===== config.mk =====
export PLATFORM = sky130hd
export DESIGN_NAME = accumulator_cpu_execute
export DESIGN_NICKNAME = d
export VERILOG_FILES = /design/src/rtl/acx_pkg.sv /design/src/rtl/acx_mem.sv /design/src/rtl/acx_issue.sv /design/src/rtl/acx_exec.sv /design/src/rtl/accumulator_cpu_execute.sv
export SDC_FILE = /design/constraint.sdc
export NUM_CORES = 2
export LEC_CHECK = 0
export BUFFER_PORTS_ARGS = -buffer_cell sky130_fd_sc_hd__buf_2
export CAP_MARGIN = 20
export CORE_MARGIN = 2
export CORE_UTILIZATION = 35
export DETAILED_ROUTE_END_ITERATION = 16
export PLACE_DENSITY = 0.51
export SLEW_MARGIN = 40
export SYNTH_ARGS = -nofsm -noshare
export SYNTH_HDL_FRONTEND = slang
export SYNTH_SLANG_ARGS = --single-unit

===== constraint.sdc =====
create_clock -name clk -period 6.7 [get_ports clk]
set_clock_uncertainty 0.15 [all_clocks]
set_input_delay 1.34 -clock clk [delete_from_list [all_inputs] [get_ports clk]]
set_output_delay 1.34 -clock clk [all_outputs]
set_load 0.03 [all_outputs]

===== src/rtl/acx_pkg.sv =====
`default_nettype none

package acx_pkg;

    localparam int MEM_DEPTH_DEF = 256;
    localparam int ACC_WIDTH_DEF = 32;

    localparam int BYTE_W     = 8;
    localparam int OPD_RANGE  = 1 << BYTE_W;
    localparam int STATUS_W   = 3;
    localparam int OUT_ACC_W  = 32;
    localparam int S_TDATA_W  = 4 * BYTE_W;
    localparam int M_DATA_BITS = STATUS_W + OUT_ACC_W + BYTE_W;
    localparam int M_TDATA_W  = ((M_DATA_BITS + 7) / 8) * 8;

    localparam logic [STATUS_W-1:0] ST_OK    = 3'd0;
    localparam logic [STATUS_W-1:0] ST_OUT   = 3'd1;
    localparam logic [STATUS_W-1:0] ST_HALT  = 3'd2;
    localparam logic [STATUS_W-1:0] ST_OVF   = 3'd3;
    localparam logic [STATUS_W-1:0] ST_UNF   = 3'd4;
    localparam logic [STATUS_W-1:0] ST_BADOP = 3'd5;

    localparam logic [BYTE_W-1:0] OP_HALT  = 8'd0;
    localparam logic [BYTE_W-1:0] OP_LOAD  = 8'd1;
    localparam logic [BYTE_W-1:0] OP_ADD   = 8'd2;
    localparam logic [BYTE_W-1:0] OP_SUB   = 8'd3;
    localparam logic [BYTE_W-1:0] OP_STA   = 8'd4;
    localparam logic [BYTE_W-1:0] OP_OUT   = 8'd5;
    localparam logic [BYTE_W-1:0] OP_CALL  = 8'd6;
    localparam logic [BYTE_W-1:0] OP_RET   = 8'd7;
    localparam logic [BYTE_W-1:0] OP_JMP   = 8'd8;
    localparam logic [BYTE_W-1:0] OP_JZ    = 8'd9;
    localparam logic [BYTE_W-1:0] OP_PUSH  = 8'd10;
    localparam logic [BYTE_W-1:0] OP_POP   = 8'd11;
    localparam logic [BYTE_W-1:0] OP_MUL   = 8'd12;

    typedef enum logic [3:0] {
        CLS_NOP,
        CLS_WRBYTE,
        CLS_LOAD,
        CLS_ADD,
        CLS_SUB,
        CLS_MUL,
        CLS_STORE,
        CLS_PUSH,
        CLS_CALL,
        CLS_POP,
        CLS_RET,
        CLS_JMP,
        CLS_JZ
    } cls_t;

    typedef struct packed {
        logic                valid;
        cls_t                cls;
        logic [STATUS_W-1:0] status;
        logic                fwd;
    } stage_ctl_t;

endpackage

`default_nettype wire


===== src/rtl/acx_mem.sv =====
`default_nettype none

module acx_mem #(
    parameter int MEM_DEPTH = acx_pkg::MEM_DEPTH_DEF,
    localparam int AW = $clog2(MEM_DEPTH)
) (
    input  wire logic                      clk,
    input  wire logic                      rst_n,
    input  wire logic                      rd_en,
    input  wire logic [AW-1:0]             rd_addr,
    output logic      [acx_pkg::BYTE_W-1:0] rd_data,
    input  wire logic                      wr_en,
    input  wire logic [AW-1:0]             wr_addr,
    input  wire logic [acx_pkg::BYTE_W-1:0] wr_data
);

    // An entry that was never written since reset reads as zero.
    logic [acx_pkg::BYTE_W-1:0] mem [MEM_DEPTH];
    logic [MEM_DEPTH-1:0]       valid_reg;
    logic [acx_pkg::BYTE_W-1:0] rd_data_reg;

    always_ff @(posedge clk or negedge rst_n)
    begin
        if (!rst_n)
        begin
            valid_reg <= '0;
        end
        else if (wr_en)
        begin
            valid_reg[wr_addr] <= 1'b1;
        end
    end

    always_ff @(posedge clk)
    begin
        if (wr_en)
        begin
            mem[wr_addr] <= wr_data;
        end
    end

    always_ff @(posedge clk)
    begin
        if (rd_en)
        begin
            rd_data_reg <= valid_reg[rd_addr] ? mem[rd_addr] : '0;
        end
    end

    assign rd_data = rd_data_reg;

endmodule

`default_nettype wire


===== src/rtl/acx_issue.sv =====
`default_nettype none

module acx_issue #(
    parameter int MEM_DEPTH = acx_pkg::MEM_DEPTH_DEF,
    localparam int AW = $clog2(MEM_DEPTH)
) (
    input  wire logic                       clk,
    input  wire logic                       rst_n,
    input  wire logic                       in_valid,
    output logic                            in_ready,
    input  wire logic                       kind,
    input  wire logic [acx_pkg::BYTE_W-1:0] opcode,
    input  wire logic [acx_pkg::BYTE_W-1:0] operand,
    input  wire logic [acx_pkg::BYTE_W-1:0] fall_through_pc,
    input  wire logic [acx_pkg::BYTE_W-1:0] write_data,
    input  wire logic                       ex_done,
    input  wire logic                       wr_en,
    input  wire logic [AW-1:0]              wr_addr,
    input  wire logic [acx_pkg::BYTE_W-1:0] wr_data,
    output logic                            rd_en,
    output logic      [AW-1:0]              rd_addr,
    output acx_pkg::stage_ctl_t             stage_ctl,
    output logic      [AW-1:0]              stage_addr,
    output logic      [acx_pkg::BYTE_W-1:0] stage_opd,
    output logic      [acx_pkg::BYTE_W-1:0] stage_ftpc,
    output logic      [acx_pkg::BYTE_W-1:0] stage_wdata,
    output logic      [acx_pkg::BYTE_W-1:0] stage_fwd_data
);

    localparam logic [AW-1:0] SP_TOP = AW'(MEM_DEPTH - 1);

    logic [AW-1:0] addr_lut [acx_pkg::OPD_RANGE];

    for (genvar i = 0; i < acx_pkg::OPD_RANGE; i++)
    begin : g_addr_lut
        assign addr_lut[i] = AW'(i % MEM_DEPTH);
    end

    logic [AW-1:0]        sp_reg;
    logic [AW-1:0]        sp_next;
    logic                 stopped_reg;
    logic                 stopped_next;
    acx_pkg::stage_ctl_t  ctl_reg;
    acx_pkg::stage_ctl_t  ctl_next;
    logic [AW-1:0]        addr_sel;
    logic [AW-1:0]        opd_addr;
    logic                 in_fire;

    logic [AW-1:0]              addr_reg;
    logic [acx_pkg::BYTE_W-1:0] opd_reg;
    logic [acx_pkg::BYTE_W-1:0] ftpc_reg;
    logic [acx_pkg::BYTE_W-1:0] wdata_reg;
    logic [acx_pkg::BYTE_W-1:0] fwd_data_reg;

    assign in_ready = !ctl_reg.valid || ex_done;
    assign in_fire  = in_valid && in_ready;
    assign opd_addr = addr_lut[operand];

    // Stack pointer and stopped flag depend only on the word and their own values,
    // so they settle here and the next word can follow in the very next cycle.
    always_comb
    begin
        sp_next         = sp_reg;
        stopped_next    = stopped_reg;
        addr_sel        = opd_addr;
        ctl_next.valid  = 1'b1;
        ctl_next.cls    = acx_pkg::CLS_NOP;
        ctl_next.status = acx_pkg::ST_OK;
        ctl_next.fwd    = 1'b0;
        if (kind)
        begin
            ctl_next.cls = acx_pkg::CLS_WRBYTE;
        end
        else if (stopped_reg)
        begin
            ctl_next.status = acx_pkg::ST_HALT;
        end
        else
        begin
            case (opcode)
                acx_pkg::OP_HALT:
                begin
                    stopped_next    = 1'b1;
                    ctl_next.status = acx_pkg::ST_HALT;
                end
                acx_pkg::OP_LOAD:  ctl_next.cls = acx_pkg::CLS_LOAD;
                acx_pkg::OP_ADD:   ctl_next.cls = acx_pkg::CLS_ADD;
                acx_pkg::OP_SUB:   ctl_next.cls = acx_pkg::CLS_SUB;
                acx_pkg::OP_MUL:   ctl_next.cls = acx_pkg::CLS_MUL;
                acx_pkg::OP_STA:   ctl_next.cls = acx_pkg::CLS_STORE;
                acx_pkg::OP_OUT:   ctl_next.status = acx_pkg::ST_OUT;
                acx_pkg::OP_JMP:   ctl_next.cls = acx_pkg::CLS_JMP;
                acx_pkg::OP_JZ:    ctl_next.cls = acx_pkg::CLS_JZ;
                acx_pkg::OP_CALL, acx_pkg::OP_PUSH:
                begin
                    if (sp_reg == '0)
                    begin
                        stopped_next    = 1'b1;
                        ctl_next.status = acx_pkg::ST_OVF;
                    end
                    else
                    begin
                        addr_sel     = sp_reg;
                        sp_next      = sp_reg - AW'(1);
                        ctl_next.cls = (opcode == acx_pkg::OP_CALL) ?
                                       acx_pkg::CLS_CALL : acx_pkg::CLS_PUSH;
                    end
                end
                acx_pkg::OP_RET, acx_pkg::OP_POP:
                begin
                    if (sp_reg == SP_TOP)
                    begin
                        stopped_next    = 1'b1;
                        ctl_next.status = acx_pkg::ST_UNF;
                    end
                    else
                    begin
                        addr_sel     = sp_reg + AW'(1);
                        sp_next      = sp_reg + AW'(1);
                        ctl_next.cls = (opcode == acx_pkg::OP_RET) ?
                                       acx_pkg::CLS_RET : acx_pkg::CLS_POP;
                    end
                end
                default:
                begin
                    stopped_next    = 1'b1;
                    ctl_next.status = acx_pkg::ST_BADOP;
                end
            endcase
        end
        // The execute stage may be writing the entry that is read now.
        ctl_next.fwd = wr_en && (wr_addr == addr_sel);
    end

    always_ff @(posedge clk or negedge rst_n)
    begin
        if (!rst_n)
        begin
            sp_reg      <= SP_TOP;
            stopped_reg <= 1'b0;
            ctl_reg     <= '0;
        end
        else if (in_fire)
        begin
            sp_reg      <= sp_next;
            stopped_reg <= stopped_next;
            ctl_reg     <= ctl_next;
        end
        else if (ex_done)
        begin
            ctl_reg.valid <= 1'b0;
        end
    end

    always_ff @(posedge clk)
    begin
        if (in_fire)
        begin
            addr_reg     <= addr_sel;
            opd_reg      <= operand;
            ftpc_reg     <= fall_through_pc;
            wdata_reg    <= write_data;
            fwd_data_reg <= wr_data;
        end
    end

    assign rd_en          = in_fire;
    assign rd_addr        = addr_sel;
    assign stage_ctl      = ctl_reg;
    assign stage_addr     = addr_reg;
    assign stage_opd      = opd_reg;
    assign stage_ftpc     = ftpc_reg;
    assign stage_wdata    = wdata_reg;
    assign stage_fwd_data = fwd_data_reg;

    a_stopped_sticky: assert property (@(posedge clk) disable iff (!rst_n)
        stopped_reg |=> stopped_reg)
        else $error("Stopped flag cleared without reset.");

    a_sp_range: assert property (@(posedge clk) disable iff (!rst_n)
        sp_reg <= SP_TOP)
        else $error("Stack pointer beyond the memory.");

endmodule

`default_nettype wire


===== src/rtl/acx_exec.sv =====
`default_nettype none

module acx_exec #(
    parameter int MEM_DEPTH = acx_pkg::MEM_DEPTH_DEF,
    parameter int ACC_WIDTH = acx_pkg::ACC_WIDTH_DEF,
    localparam int AW = $clog2(MEM_DEPTH)
) (
    input  wire logic                         clk,
    input  wire logic                         rst_n,
    input  wire acx_pkg::stage_ctl_t          stage_ctl,
    input  wire logic [AW-1:0]                stage_addr,
    input  wire logic [acx_pkg::BYTE_W-1:0]   stage_opd,
    input  wire logic [acx_pkg::BYTE_W-1:0]   stage_ftpc,
    input  wire logic [acx_pkg::BYTE_W-1:0]   stage_wdata,
    input  wire logic [acx_pkg::BYTE_W-1:0]   stage_fwd_data,
    input  wire logic [acx_pkg::BYTE_W-1:0]   rd_data,
    output logic                              ex_done,
    output logic                              wr_en,
    output logic      [AW-1:0]                wr_addr,
    output logic      [acx_pkg::BYTE_W-1:0]   wr_data,
    output logic                              out_valid,
    input  wire logic                         out_ready,
    output logic      [acx_pkg::M_TDATA_W-1:0] out_data
);

    logic [ACC_WIDTH-1:0]          acc_reg;
    logic [ACC_WIDTH-1:0]          acc_next;
    logic [ACC_WIDTH+7:0]          product;
    logic [acx_pkg::BYTE_W-1:0]    mem_byte;
    logic [acx_pkg::BYTE_W-1:0]    npc;
    logic [acx_pkg::OUT_ACC_W-1:0] acc_out;
    logic                          write_cls;
    logic                          out_valid_reg;
    logic [acx_pkg::M_TDATA_W-1:0] out_data_reg;

    assign mem_byte = stage_ctl.fwd ? stage_fwd_data : rd_data;
    assign product  = acc_reg * mem_byte;
    assign ex_done  = stage_ctl.valid && (!out_valid_reg || out_ready);

    always_comb
    begin
        acc_next = acc_reg;
        npc      = stage_ftpc;
        case (stage_ctl.cls)
            acx_pkg::CLS_LOAD: acc_next = ACC_WIDTH'(mem_byte);
            acx_pkg::CLS_ADD:  acc_next = acc_reg + ACC_WIDTH'(mem_byte);
            acx_pkg::CLS_SUB:  acc_next = acc_reg - ACC_WIDTH'(mem_byte);
            acx_pkg::CLS_MUL:  acc_next = product[ACC_WIDTH-1:0];
            acx_pkg::CLS_POP:  acc_next = ACC_WIDTH'(mem_byte);
            acx_pkg::CLS_RET:  npc = mem_byte;
            acx_pkg::CLS_CALL: npc = stage_opd;
            acx_pkg::CLS_JMP:  npc = stage_opd;
            acx_pkg::CLS_JZ:
            begin
                if (acc_reg == '0)
                begin
                    npc = stage_opd;
                end
            end
            default:
            begin
                acc_next = acc_reg;
            end
        endcase
    end

    always_comb
    begin
        write_cls = stage_ctl.cls inside {acx_pkg::CLS_STORE, acx_pkg::CLS_PUSH,
                                          acx_pkg::CLS_CALL, acx_pkg::CLS_WRBYTE};
        case (stage_ctl.cls)
            acx_pkg::CLS_CALL:   wr_data = stage_ftpc;
            acx_pkg::CLS_WRBYTE: wr_data = stage_wdata;
            default:             wr_data = acc_reg[acx_pkg::BYTE_W-1:0];
        endcase
    end

    assign wr_en   = ex_done && write_cls;
    assign wr_addr = stage_addr;

    if (ACC_WIDTH >= acx_pkg::OUT_ACC_W)
    begin : g_acc_trunc
        assign acc_out = acc_next[acx_pkg::OUT_ACC_W-1:0];
    end
    else
    begin : g_acc_ext
        assign acc_out = {{(acx_pkg::OUT_ACC_W - ACC_WIDTH){1'b0}}, acc_next};
    end

    always_ff @(posedge clk or negedge rst_n)
    begin
        if (!rst_n)
        begin
            acc_reg       <= '0;
            out_valid_reg <= 1'b0;
        end
        else if (ex_done)
        begin
            acc_reg       <= acc_next;
            out_valid_reg <= 1'b1;
        end
        else if (out_ready)
        begin
            out_valid_reg <= 1'b0;
        end
    end

    always_ff @(posedge clk)
    begin
        if (ex_done)
        begin
            out_data_reg <= acx_pkg::M_TDATA_W'({npc, acc_out, stage_ctl.status});
        end
    end

    assign out_valid = out_valid_reg;
    assign out_data  = out_data_reg;

    a_acc_hold_on_stall: assert property (@(posedge clk) disable iff (!rst_n)
        (out_valid_reg && !out_ready) |=> $stable(acc_reg))
        else $error("Accumulator changed while the result was stalled.");

    a_write_only_on_done: assert property (@(posedge clk) disable iff (!rst_n)
        (stage_ctl.valid && out_valid_reg && !out_ready) |-> !wr_en)
        else $error("Memory written by a stalled instruction.");

endmodule

`default_nettype wire


===== src/rtl/accumulator_cpu_execute.sv =====
`default_nettype none

// Channel  Dir  tdata (low bit up)                                      tuser
// s_axis   in   opcode, operand, fall_through_pc, write_data (32 bits)   kind
// m_axis   out  status, acc_value, next_pc, zero fill (48 bits)          none
//
// One word per cycle is sustained while the output is not stalled; a word's memory
// read and issue state are registered when it is accepted, and its execute step
// then writes the result into the output register.
// The state memory has one read and one write port; a read of the entry
// being written in the same cycle is forwarded from the execute stage.
// rst_n sets the stack pointer to the top, clears flags and accumulator at once,
// and marks every memory byte unwritten so it reads as zero; no clearing pass.
// A stalled output holds the execute stage and, while it holds a word, drops s_axis_tready.

module accumulator_cpu_execute #(
    parameter int MEM_DEPTH = acx_pkg::MEM_DEPTH_DEF,
    parameter int ACC_WIDTH = acx_pkg::ACC_WIDTH_DEF
) (
    input  wire logic                          clk,
    input  wire logic                          rst_n,
    input  wire logic                          s_axis_tvalid,
    output logic                               s_axis_tready,
    // opcode, operand, fall_through_pc, write_data
    input  wire logic [acx_pkg::S_TDATA_W-1:0] s_axis_tdata,
    // kind
    input  wire logic                          s_axis_tuser,
    output logic                               m_axis_tvalid,
    input  wire logic                          m_axis_tready,
    // status, acc_value, next_pc
    output logic      [acx_pkg::M_TDATA_W-1:0] m_axis_tdata
);

    localparam int AW = $clog2(MEM_DEPTH);
    localparam int BW = acx_pkg::BYTE_W;

    acx_pkg::stage_ctl_t stage_ctl;
    logic [AW-1:0]       stage_addr;
    logic [BW-1:0]       stage_opd;
    logic [BW-1:0]       stage_ftpc;
    logic [BW-1:0]       stage_wdata;
    logic [BW-1:0]       stage_fwd_data;
    logic                rd_en;
    logic [AW-1:0]       rd_addr;
    logic [BW-1:0]       rd_data;
    logic                wr_en;
    logic [AW-1:0]       wr_addr;
    logic [BW-1:0]       wr_data;
    logic                ex_done;

    acx_mem #(
        .MEM_DEPTH (MEM_DEPTH)
    ) u_mem (
        .clk     (clk),
        .rst_n   (rst_n),
        .rd_en   (rd_en),
        .rd_addr (rd_addr),
        .rd_data (rd_data),
        .wr_en   (wr_en),
        .wr_addr (wr_addr),
        .wr_data (wr_data)
    );

    acx_issue #(
        .MEM_DEPTH (MEM_DEPTH)
    ) u_issue (
        .clk             (clk),
        .rst_n           (rst_n),
        .in_valid        (s_axis_tvalid),
        .in_ready        (s_axis_tready),
        .kind            (s_axis_tuser),
        .opcode          (s_axis_tdata[BW-1:0]),
        .operand         (s_axis_tdata[2*BW-1:BW]),
        .fall_through_pc (s_axis_tdata[3*BW-1:2*BW]),
        .write_data      (s_axis_tdata[4*BW-1:3*BW]),
        .ex_done         (ex_done),
        .wr_en           (wr_en),
        .wr_addr         (wr_addr),
        .wr_data         (wr_data),
        .rd_en           (rd_en),
        .rd_addr         (rd_addr),
        .stage_ctl       (stage_ctl),
        .stage_addr      (stage_addr),
        .stage_opd       (stage_opd),
        .stage_ftpc      (stage_ftpc),
        .stage_wdata     (stage_wdata),
        .stage_fwd_data  (stage_fwd_data)
    );

    acx_exec #(
        .MEM_DEPTH (MEM_DEPTH),
        .ACC_WIDTH (ACC_WIDTH)
    ) u_exec (
        .clk            (clk),
        .rst_n          (rst_n),
        .stage_ctl      (stage_ctl),
        .stage_addr     (stage_addr),
        .stage_opd      (stage_opd),
        .stage_ftpc     (stage_ftpc),
        .stage_wdata    (stage_wdata),
        .stage_fwd_data (stage_fwd_data),
        .rd_data        (rd_data),
        .ex_done        (ex_done),
        .wr_en          (wr_en),
        .wr_addr        (wr_addr),
        .wr_data        (wr_data),
        .out_valid      (m_axis_tvalid),
        .out_ready      (m_axis_tready),
        .out_data       (m_axis_tdata)
    );

    a_stall_blocks_input: assert property (@(posedge clk) disable iff (!rst_n)
        (stage_ctl.valid && m_axis_tvalid && !m_axis_tready) |-> !s_axis_tready)
        else $error("Input taken while the execute stage was blocked.");

endmodule

`default_nettype wire


## Yosys cells after proc, flatten, opt, wreduce, memory -nomap -nowiden

Memory sizes are Yosys's and may differ from the RTL's. A register that Yosys moved wholly into a read port is not among the register bits.
Cells that the tools add are included.

- $add $sub $neg: 4
- Mux-type cells: 41
- Bitwise logic cells: 4
- Multipliers: 1
- Reductions and logical operators: 25
- Equal/unequal tests: 28
- $lt $le $gt $ge: 4

Operators with widths:

| operator | number |
|---|---|
| OR 256 bit | 1 |
| case mux 32 bit (4 select lines) | 1 |
| two-way mux 8 bit | 10 |
| case mux 8 bit (2 select lines) | 3 |
| equality test 8 x 4 -> 1 bit, second input constant | 5 |
| case mux 4 bit (9 select lines) | 1 |
| adder 32 x 8 -> 32 bit | 1 |
| equality test 8 x 3 -> 1 bit, second input constant | 4 |
| logical NOT 32 bit | 1 |
| multiplier 32 x 8 -> 32 bit | 1 |
| subtractor 32 x 8 -> 32 bit | 1 |
| case mux 8 bit (3 select lines) | 1 |
| equality test 4 bit, second input constant | 5 |
| two-way mux 4 bit | 5 |
| less-than comparator 8 x 9 -> 1 bit, second input constant | 2 |
| equality test 4 x 3 -> 1 bit, second input constant | 4 |
| equality test 8 x 2 -> 1 bit, second input constant | 2 |
| logical NOT 8 bit | 2 |
| case mux 3 bit (5 select lines) | 1 |
| two-way mux 1 bit | 11 |
| greater-or-equal comparator 9 bit, second input constant | 1 |
| two-way mux 3 bit | 3 |
| NOT 8 -> 9 bit | 1 |
| adder 8 x 1 -> 8 bit, second input constant | 1 |
| 23 further kinds | 39 |

- Bits in writable memories: 2,048
- Input port bits: 37
- Flip-flop bits (word level): 390
- Bits in read-only memories: 2,048
- Memories kept: 2

Memories:

| memory | words | width | read ports | clocked after Yosys merged registers in | wr ports | line | text |
|---|---|---|---|---|---|---|---|
| (no name shown) | 256 | 8 | 1 | 0 | 0 | acx_issue.sv:57 | `assign opd_addr = addr_lut[operand];` |
| u_mem.mem | 256 | 8 | 1 | 1 | 1 | acx_mem.sv:18 | `logic [acx_pkg::BYTE_W-1:0] mem [MEM_DEPTH];` |

## Logic depth before layout (Yosys ltp)

- Depth after elaboration: 11
- Depth in mapped cells: 25
- Depth with buffers taken out: 22

## Hierarchy

Synthesis repeated with hierarchy kept, for this count alone.

- Cells, all modules: 6,469
- Area total of the unflattened synthesis: 106,742.4 µm²

By module, submodules not included:

| module | times used | sequential area each (µm²) | cells each | area an instance (µm²) |
|---|---|---|---|---|
| acx_mem | 1 | 68,145.4 | 4,767 | 91,093.6 |
| acx_exec | 1 | 2,117.0 | 1,412 | 12,426.9 |
| acx_issue | 1 | 1,661.6 | 290 | 3,221.8 |

## Least setup slack after synthesis

No wires, ideal clock.

- Path type: register -> register
- Start: register u_issue.ctl_reg (netlist bit u_issue.stage_ctl[0])
- End: register u_exec.out_data_reg (netlist bit u_exec.out_data[27]) (data pin)
- Library setup time: 0.270 ns
- Data required time: 6.280 ns
- Slack: 0.370 ns
- Cell stages (with the launch flop): 25
- Data arrival time: 5.910 ns
- Period minus slack after synthesis: 6.330 ns
- Path buffers: 4
- Cell sequence: dfrtp_1 > clkbuf_1 > buf_1 > mux2_2 > clkbuf_1 > clkbuf_1 > and2_1 > fa_1 > fa_1 > inv_1 > fa_1 > fa_1 > inv_1 > ha_1 > o21ai_0 > o211ai_1 > nand4_1 > a311oi_1 > a31oi_1 > o311a_1 > o21bai_1 > a21oi_1 > xnor2_1 > a22oi_1 > a21oi_1

- Cells in the longest elaborated chain, start to end: 3
- Elaborated cells on any way between the ends: 5
- Classes of those cells: 2 x add/sub; 1 x mul; 2 x mux

RTL lines:

| element | line | text |
|---|---|---|
| from (decl) | acx_issue.sv:43 | `acx_pkg::stage_ctl_t ctl_reg;` |
| from (signal assigned) | acx_issue.sv:147 | `ctl_reg <= ctl_next;` |
| two-way mux 8 bit (*) | acx_exec.sv:36 | `assign mem_byte = stage_ctl.fwd ? stage_fwd_data : rd_data;` |
| multiplier 32 x 8 -> 32 bit (tied with other cells) | acx_exec.sv:37 | `assign product = acc_reg * mem_byte;` |
| case mux 32 bit (4 select lines) (*) | acx_exec.sv:44 | `case (stage_ctl.cls)` |
| net u_exec.acc_next[24] | acx_exec.sv:27 | `logic [ACC_WIDTH-1:0] acc_next;` |
| to (signal assigned) | acx_exec.sv:112 | `out_data_reg <= acx_pkg::M_TDATA_W'({npc, acc_out, stage_ctl.status});` |
| to (decl) | acx_exec.sv:34 | `logic [acx_pkg::M_TDATA_W-1:0] out_data_reg;` |

The timed path passes the listed nets; every way through them passes the cells marked *.
A chain may end at the register's enable or synchronous reset.

## Worst setup path after layout

Ends and elaborated chain as after synthesis.

==> results by group <==
Outcome
  • Result of the run: finished, final reports clean

Detailed routing
  • WL final: 328 mm
  • Via-per-instance ratio: 5.49
  • Router iterations before antenna repair: 6
  • Number of vias in the routed layout: 67100
  • DR iter-0 viols: 7579
  • Post-detailed-route count of antenna-violating nets: 0
  • Number of DRC violations after detailed routing: 0
  • Routed length per placed instance: 26.9 µm

Clocking
  • Clock latency reported for the late side of the worst-skew pair: 0.89 ns
  • Number of clock sinks seen by CTS: 2446
  • Post-CTS setup-driven buffer insertion count: 0
  • Reg clk slew, reported paths: 0.06 ns
  • Cts bufs inserted: 276
  • Maximum clock path buffer count: 4
  • CTS tree: yes
  • Clock root buffer master: clkbuf_16
  • H-tree levels: 5

STA
  • Fmax: 158 MHz
  • Count of endpoints failing hold in the final timing report: 0
  • Setup_tns: 0 ns
  • Final setup fails: 0
  • Slew Limit Fails: 0
  • RSZ-0062 raised after global routing: no
  • Slew at the pin closest to its max-slew limit: 0.911 ns
  • Final critical delay including setup and external delays: 6.31 ns
  • Worst hold margin: 0.230 ns
  • Max-slew headroom at the worst pin: 0.386
  • Final Cycle Share: 0.942

Worst setup path
  • Count of buffering cells on the critical path with inverters included: 4
  • Category of the critical setup timing path: reg2reg
  • Largest fanout of any net on the critical path: 11
  • Crit-path max cell delay: 0.50 ns
  • Capturing element type of the critical path: register
  • Data required time at the worst endpoint: 7.14 ns
  • Critical Path Source Type: register
  • Slowest stage cell, crit path: fa_1
  • Worst-path cell chain: buf_4 > mux2i_4 > buf_4 > nor2b_1 > fa_1 > fa_1 > inv_1 > fa_1 > fa_1 > inv_1 > ha_1 > o21ai_0 > o211ai_1 > nand4_1 > a311oi_2 > a31oi_2 > o311a_4 > o21bai_1 > a21oi_1 > xnor2_1 > a22oi_1 > a21oi_1
  • Data arrival time at the worst-slack endpoint: 6.75 ns
  • Cell class contributing the biggest share of worst-path delay: adder cells
  • Most frequent CP cell: fa_1

Synthesis
  • Share of the synthesized netlist area taken by xor and xnor gates: 0.00734
  • Main combinational cell family by area after synthesis: simple AND/OR/NAND/NOR gates
  • Top cells by area, synth: edfxtp_1, dfrtp_1, nand2_1
  • Share of the synthesized area in the top cell type: 0.605
  • Total number of yosys warnings: 0
  • Unique cell type count in the Yosys netlist: 90
  • Post-Synthesis Cells: 7788
  • Mean instance size in the synthesized netlist: 13.6 µm²
  • Post-synth ARST share: 0.126
  • Synth Cell Area: 0.106 mm²
  • Synth area leader: edfxtp_1
  • Number of enable-type register cells in the synthesized netlist: 2139
  • Fraction of the mapped netlist area in simple logic gates: 0.124
  • Sequential share of the synthesized area: 0.678
  • Fraction of the mapped netlist area in compound gates: 0.0754
  • Top_reg_cell synth: edfxtp_1
  • Mux contribution to synthesized area: 0.0475
  • Post-synthesis adder-cell area fraction: 0.0386
  • Register bit count reported by yosys: 2446

Die
  • Die outline width: 555 µm
  • Overall die area: 0.308 mm²
  • Effective utilization at floorplan: 0.351
  • Core ar.: 0.302 mm²
  • Placement row count: 202
  • Die boundary height: 555 µm
  • IO Pins: 87

Pwr
  • Switching share of power: 0.242
  • VDD IR max: 171 µV
  • Share of total power in combinational logic: 0.079
  • Relative contribution of sequential cells to total power: 0.488
  • Clock network power share: 0.434
  • LEAKAGE: 44.8 nW
  • Total net switching power: 0.00850 W
  • Post-layout total power: 0.0351 W
  • Total power divided by cell area: 287 mW/mm²
  • Internal power: 0.0266 W

Final layout
  • Most common cell after layout, fill and taps aside: edfxtp_1
  • Flip-flop count of the largest register, all copies and words added: 2048
  • Area added between synthesis and finish: 15.2%
  • Final standard cell area without fillers: 0.122 mm²
  • Fraction of final layout cells with drive strength greater than 1: 0.183
  • Most frequent cells in the layout: edfxtp_1, nand2_1, buf_4
  • Final #Nets: 8283
  • Fill count: 27900

Global route
  • Antenna violations before repair: 7
  • First-pass GRT wire length: 477 mm
  • GRT Residual Overflow: 0
  • GR Util All Layers: 0.209
  • Number of global-route vias before repair: 66000
  • Largest net degree at the start of global routing: 153

Run
  • Number of max-capacitance violations reported: 0

Placement
  • Half-perimeter wire length after detailed placement: 211 mm
  • Cell area reported after detailed placement: 0.113 mm²
  • Buffers on Ports: 81
  • Final GP Congestion: 0.874

Min path
  • Type of the tightest min-delay check: in2async
-- layer usage --
metal | vias to the layer above | track usage | routed length (µm)
met1 | 34600 | 0.296 | 144000
li1 | 29400 | - | -
met2 | 2587 | 0.327 | 151000
met3 | 521 | 0.0314 | 22000
met5 | - | 0 | 0
met4 | 0 | 0.0721 | 12200
-- power by group through the flow --
stage | logic [W] | registers [W] | clock network (W)
after global routing | 0.00294 | 0.0171 | 0.0161
after floorplan | 0.00146 | 0.0176 | 0
after global placement | 0.00269 | 0.0174 | 0
final | 0.00277 | 0.0171 | 0.0152
after detailed placement | 0.00273 | 0.0174 | 0
after CTS | 0.00274 | 0.0171 | 0.0155
-- path summary, 6_finish.rpt --
path / slack (ns) / to / cells after the start / start
min in group clk: 0.31 / u_exec.out_data[0] / 0 / u_issue.stage_ctl[1]
max: 0.39 / u_exec.out_data[27] / 22 / u_issue.stage_ctl[0]
min reg2reg: 0.31 / u_exec.out_data[0] / 0 / u_issue.stage_ctl[1]
max in group asynchronous: 4.95 / u_mem.valid_reg[138] / 2 / rst_n
min: 0.23 / u_exec.acc_reg[8] / 1 / rst_n
max reg2reg: 0.39 / u_exec.out_data[27] / 22 / u_issue.stage_ctl[0]
-- stage by stage --
stage	std cells	util	setup slack (ns)
floorplan	7792	-	0.370
global placement	11700	0.373	0.217
detailed placement	11700	0.374	0.211
CTS	12200	0.404	0.175
global route	12200	0.405	0.0370
finish	12200	0.405	0.388
-- logic make-up after synthesis --
family | after synthesis
buffers and inverters | 667
adder cells (fa/ha/maj) | 233
AND/OR/NAND/NOR | 2820
multiplexers | 367
XOR/XNOR | 89
AO/OA/AOI/OAI | 1165
other | 1
flip-flops | 2446
-- area by class of cell --
class / count / area [µm²] / share of cell area
flip-flops and latches: 2446 / 71900 / 0.588
repair buffers: 438 / 3790 / 0.0310
well taps: 3978 / 4980 / 0.0407
inverters: 172 / 682 / 0.00557
multi-input cells: 4679 / 31900 / 0.261
diodes: 6 / 15.0 / 0.000123
clock buffers: 375 / 7480 / 0.0611
clock inverters: 130 / 1580 / 0.0129
-- synth_stat cells (all sizes together) (41+ instances only) --
cell,number
nor2b,41
a211oi,82
xnor2,61
a21oi,262
mux4,108
a31oi,133
clkbuf,226
o22ai,51
or2,258
dfrtp,299
buf,269
nand4,119
nand3,277
nand2,1341
mux2i,242
a32oi,142
edfxtp,2139
and2,147
and3,141
ha,76
o21ai,131
a22oi,106
fa,157
nor2,382
a22o,48
inv,170
-- worst reg2reg max path, cell delays in order, from the launching register on --
cell and delay, ns:
dfrtp_2 0.43, buf_4 0.16, mux2i_4 0.32, buf_4 0.25, nor2b_1 0.09, fa_1 0.45
fa_1 0.50, inv_1 0.06, fa_1 0.49, fa_1 0.49, inv_1 0.04, ha_1 0.34
o21ai_0 0.14, o211ai_1 0.24, nand4_1 0.20, a311oi_2 0.31, a31oi_2 0.23, o311a_4 0.43
o21bai_1 0.13, a21oi_1 0.09, xnor2_1 0.14, a22oi_1 0.23, a21oi_1 0.12
-- repair_timing --
item                                   CTS  global route
setup endpoints to repair                0             4
hold buffers                             0             0
gates resized for setup                  0             4
endpoints found under the hold margin    0             0
Power figures use the tool's default switching activity.
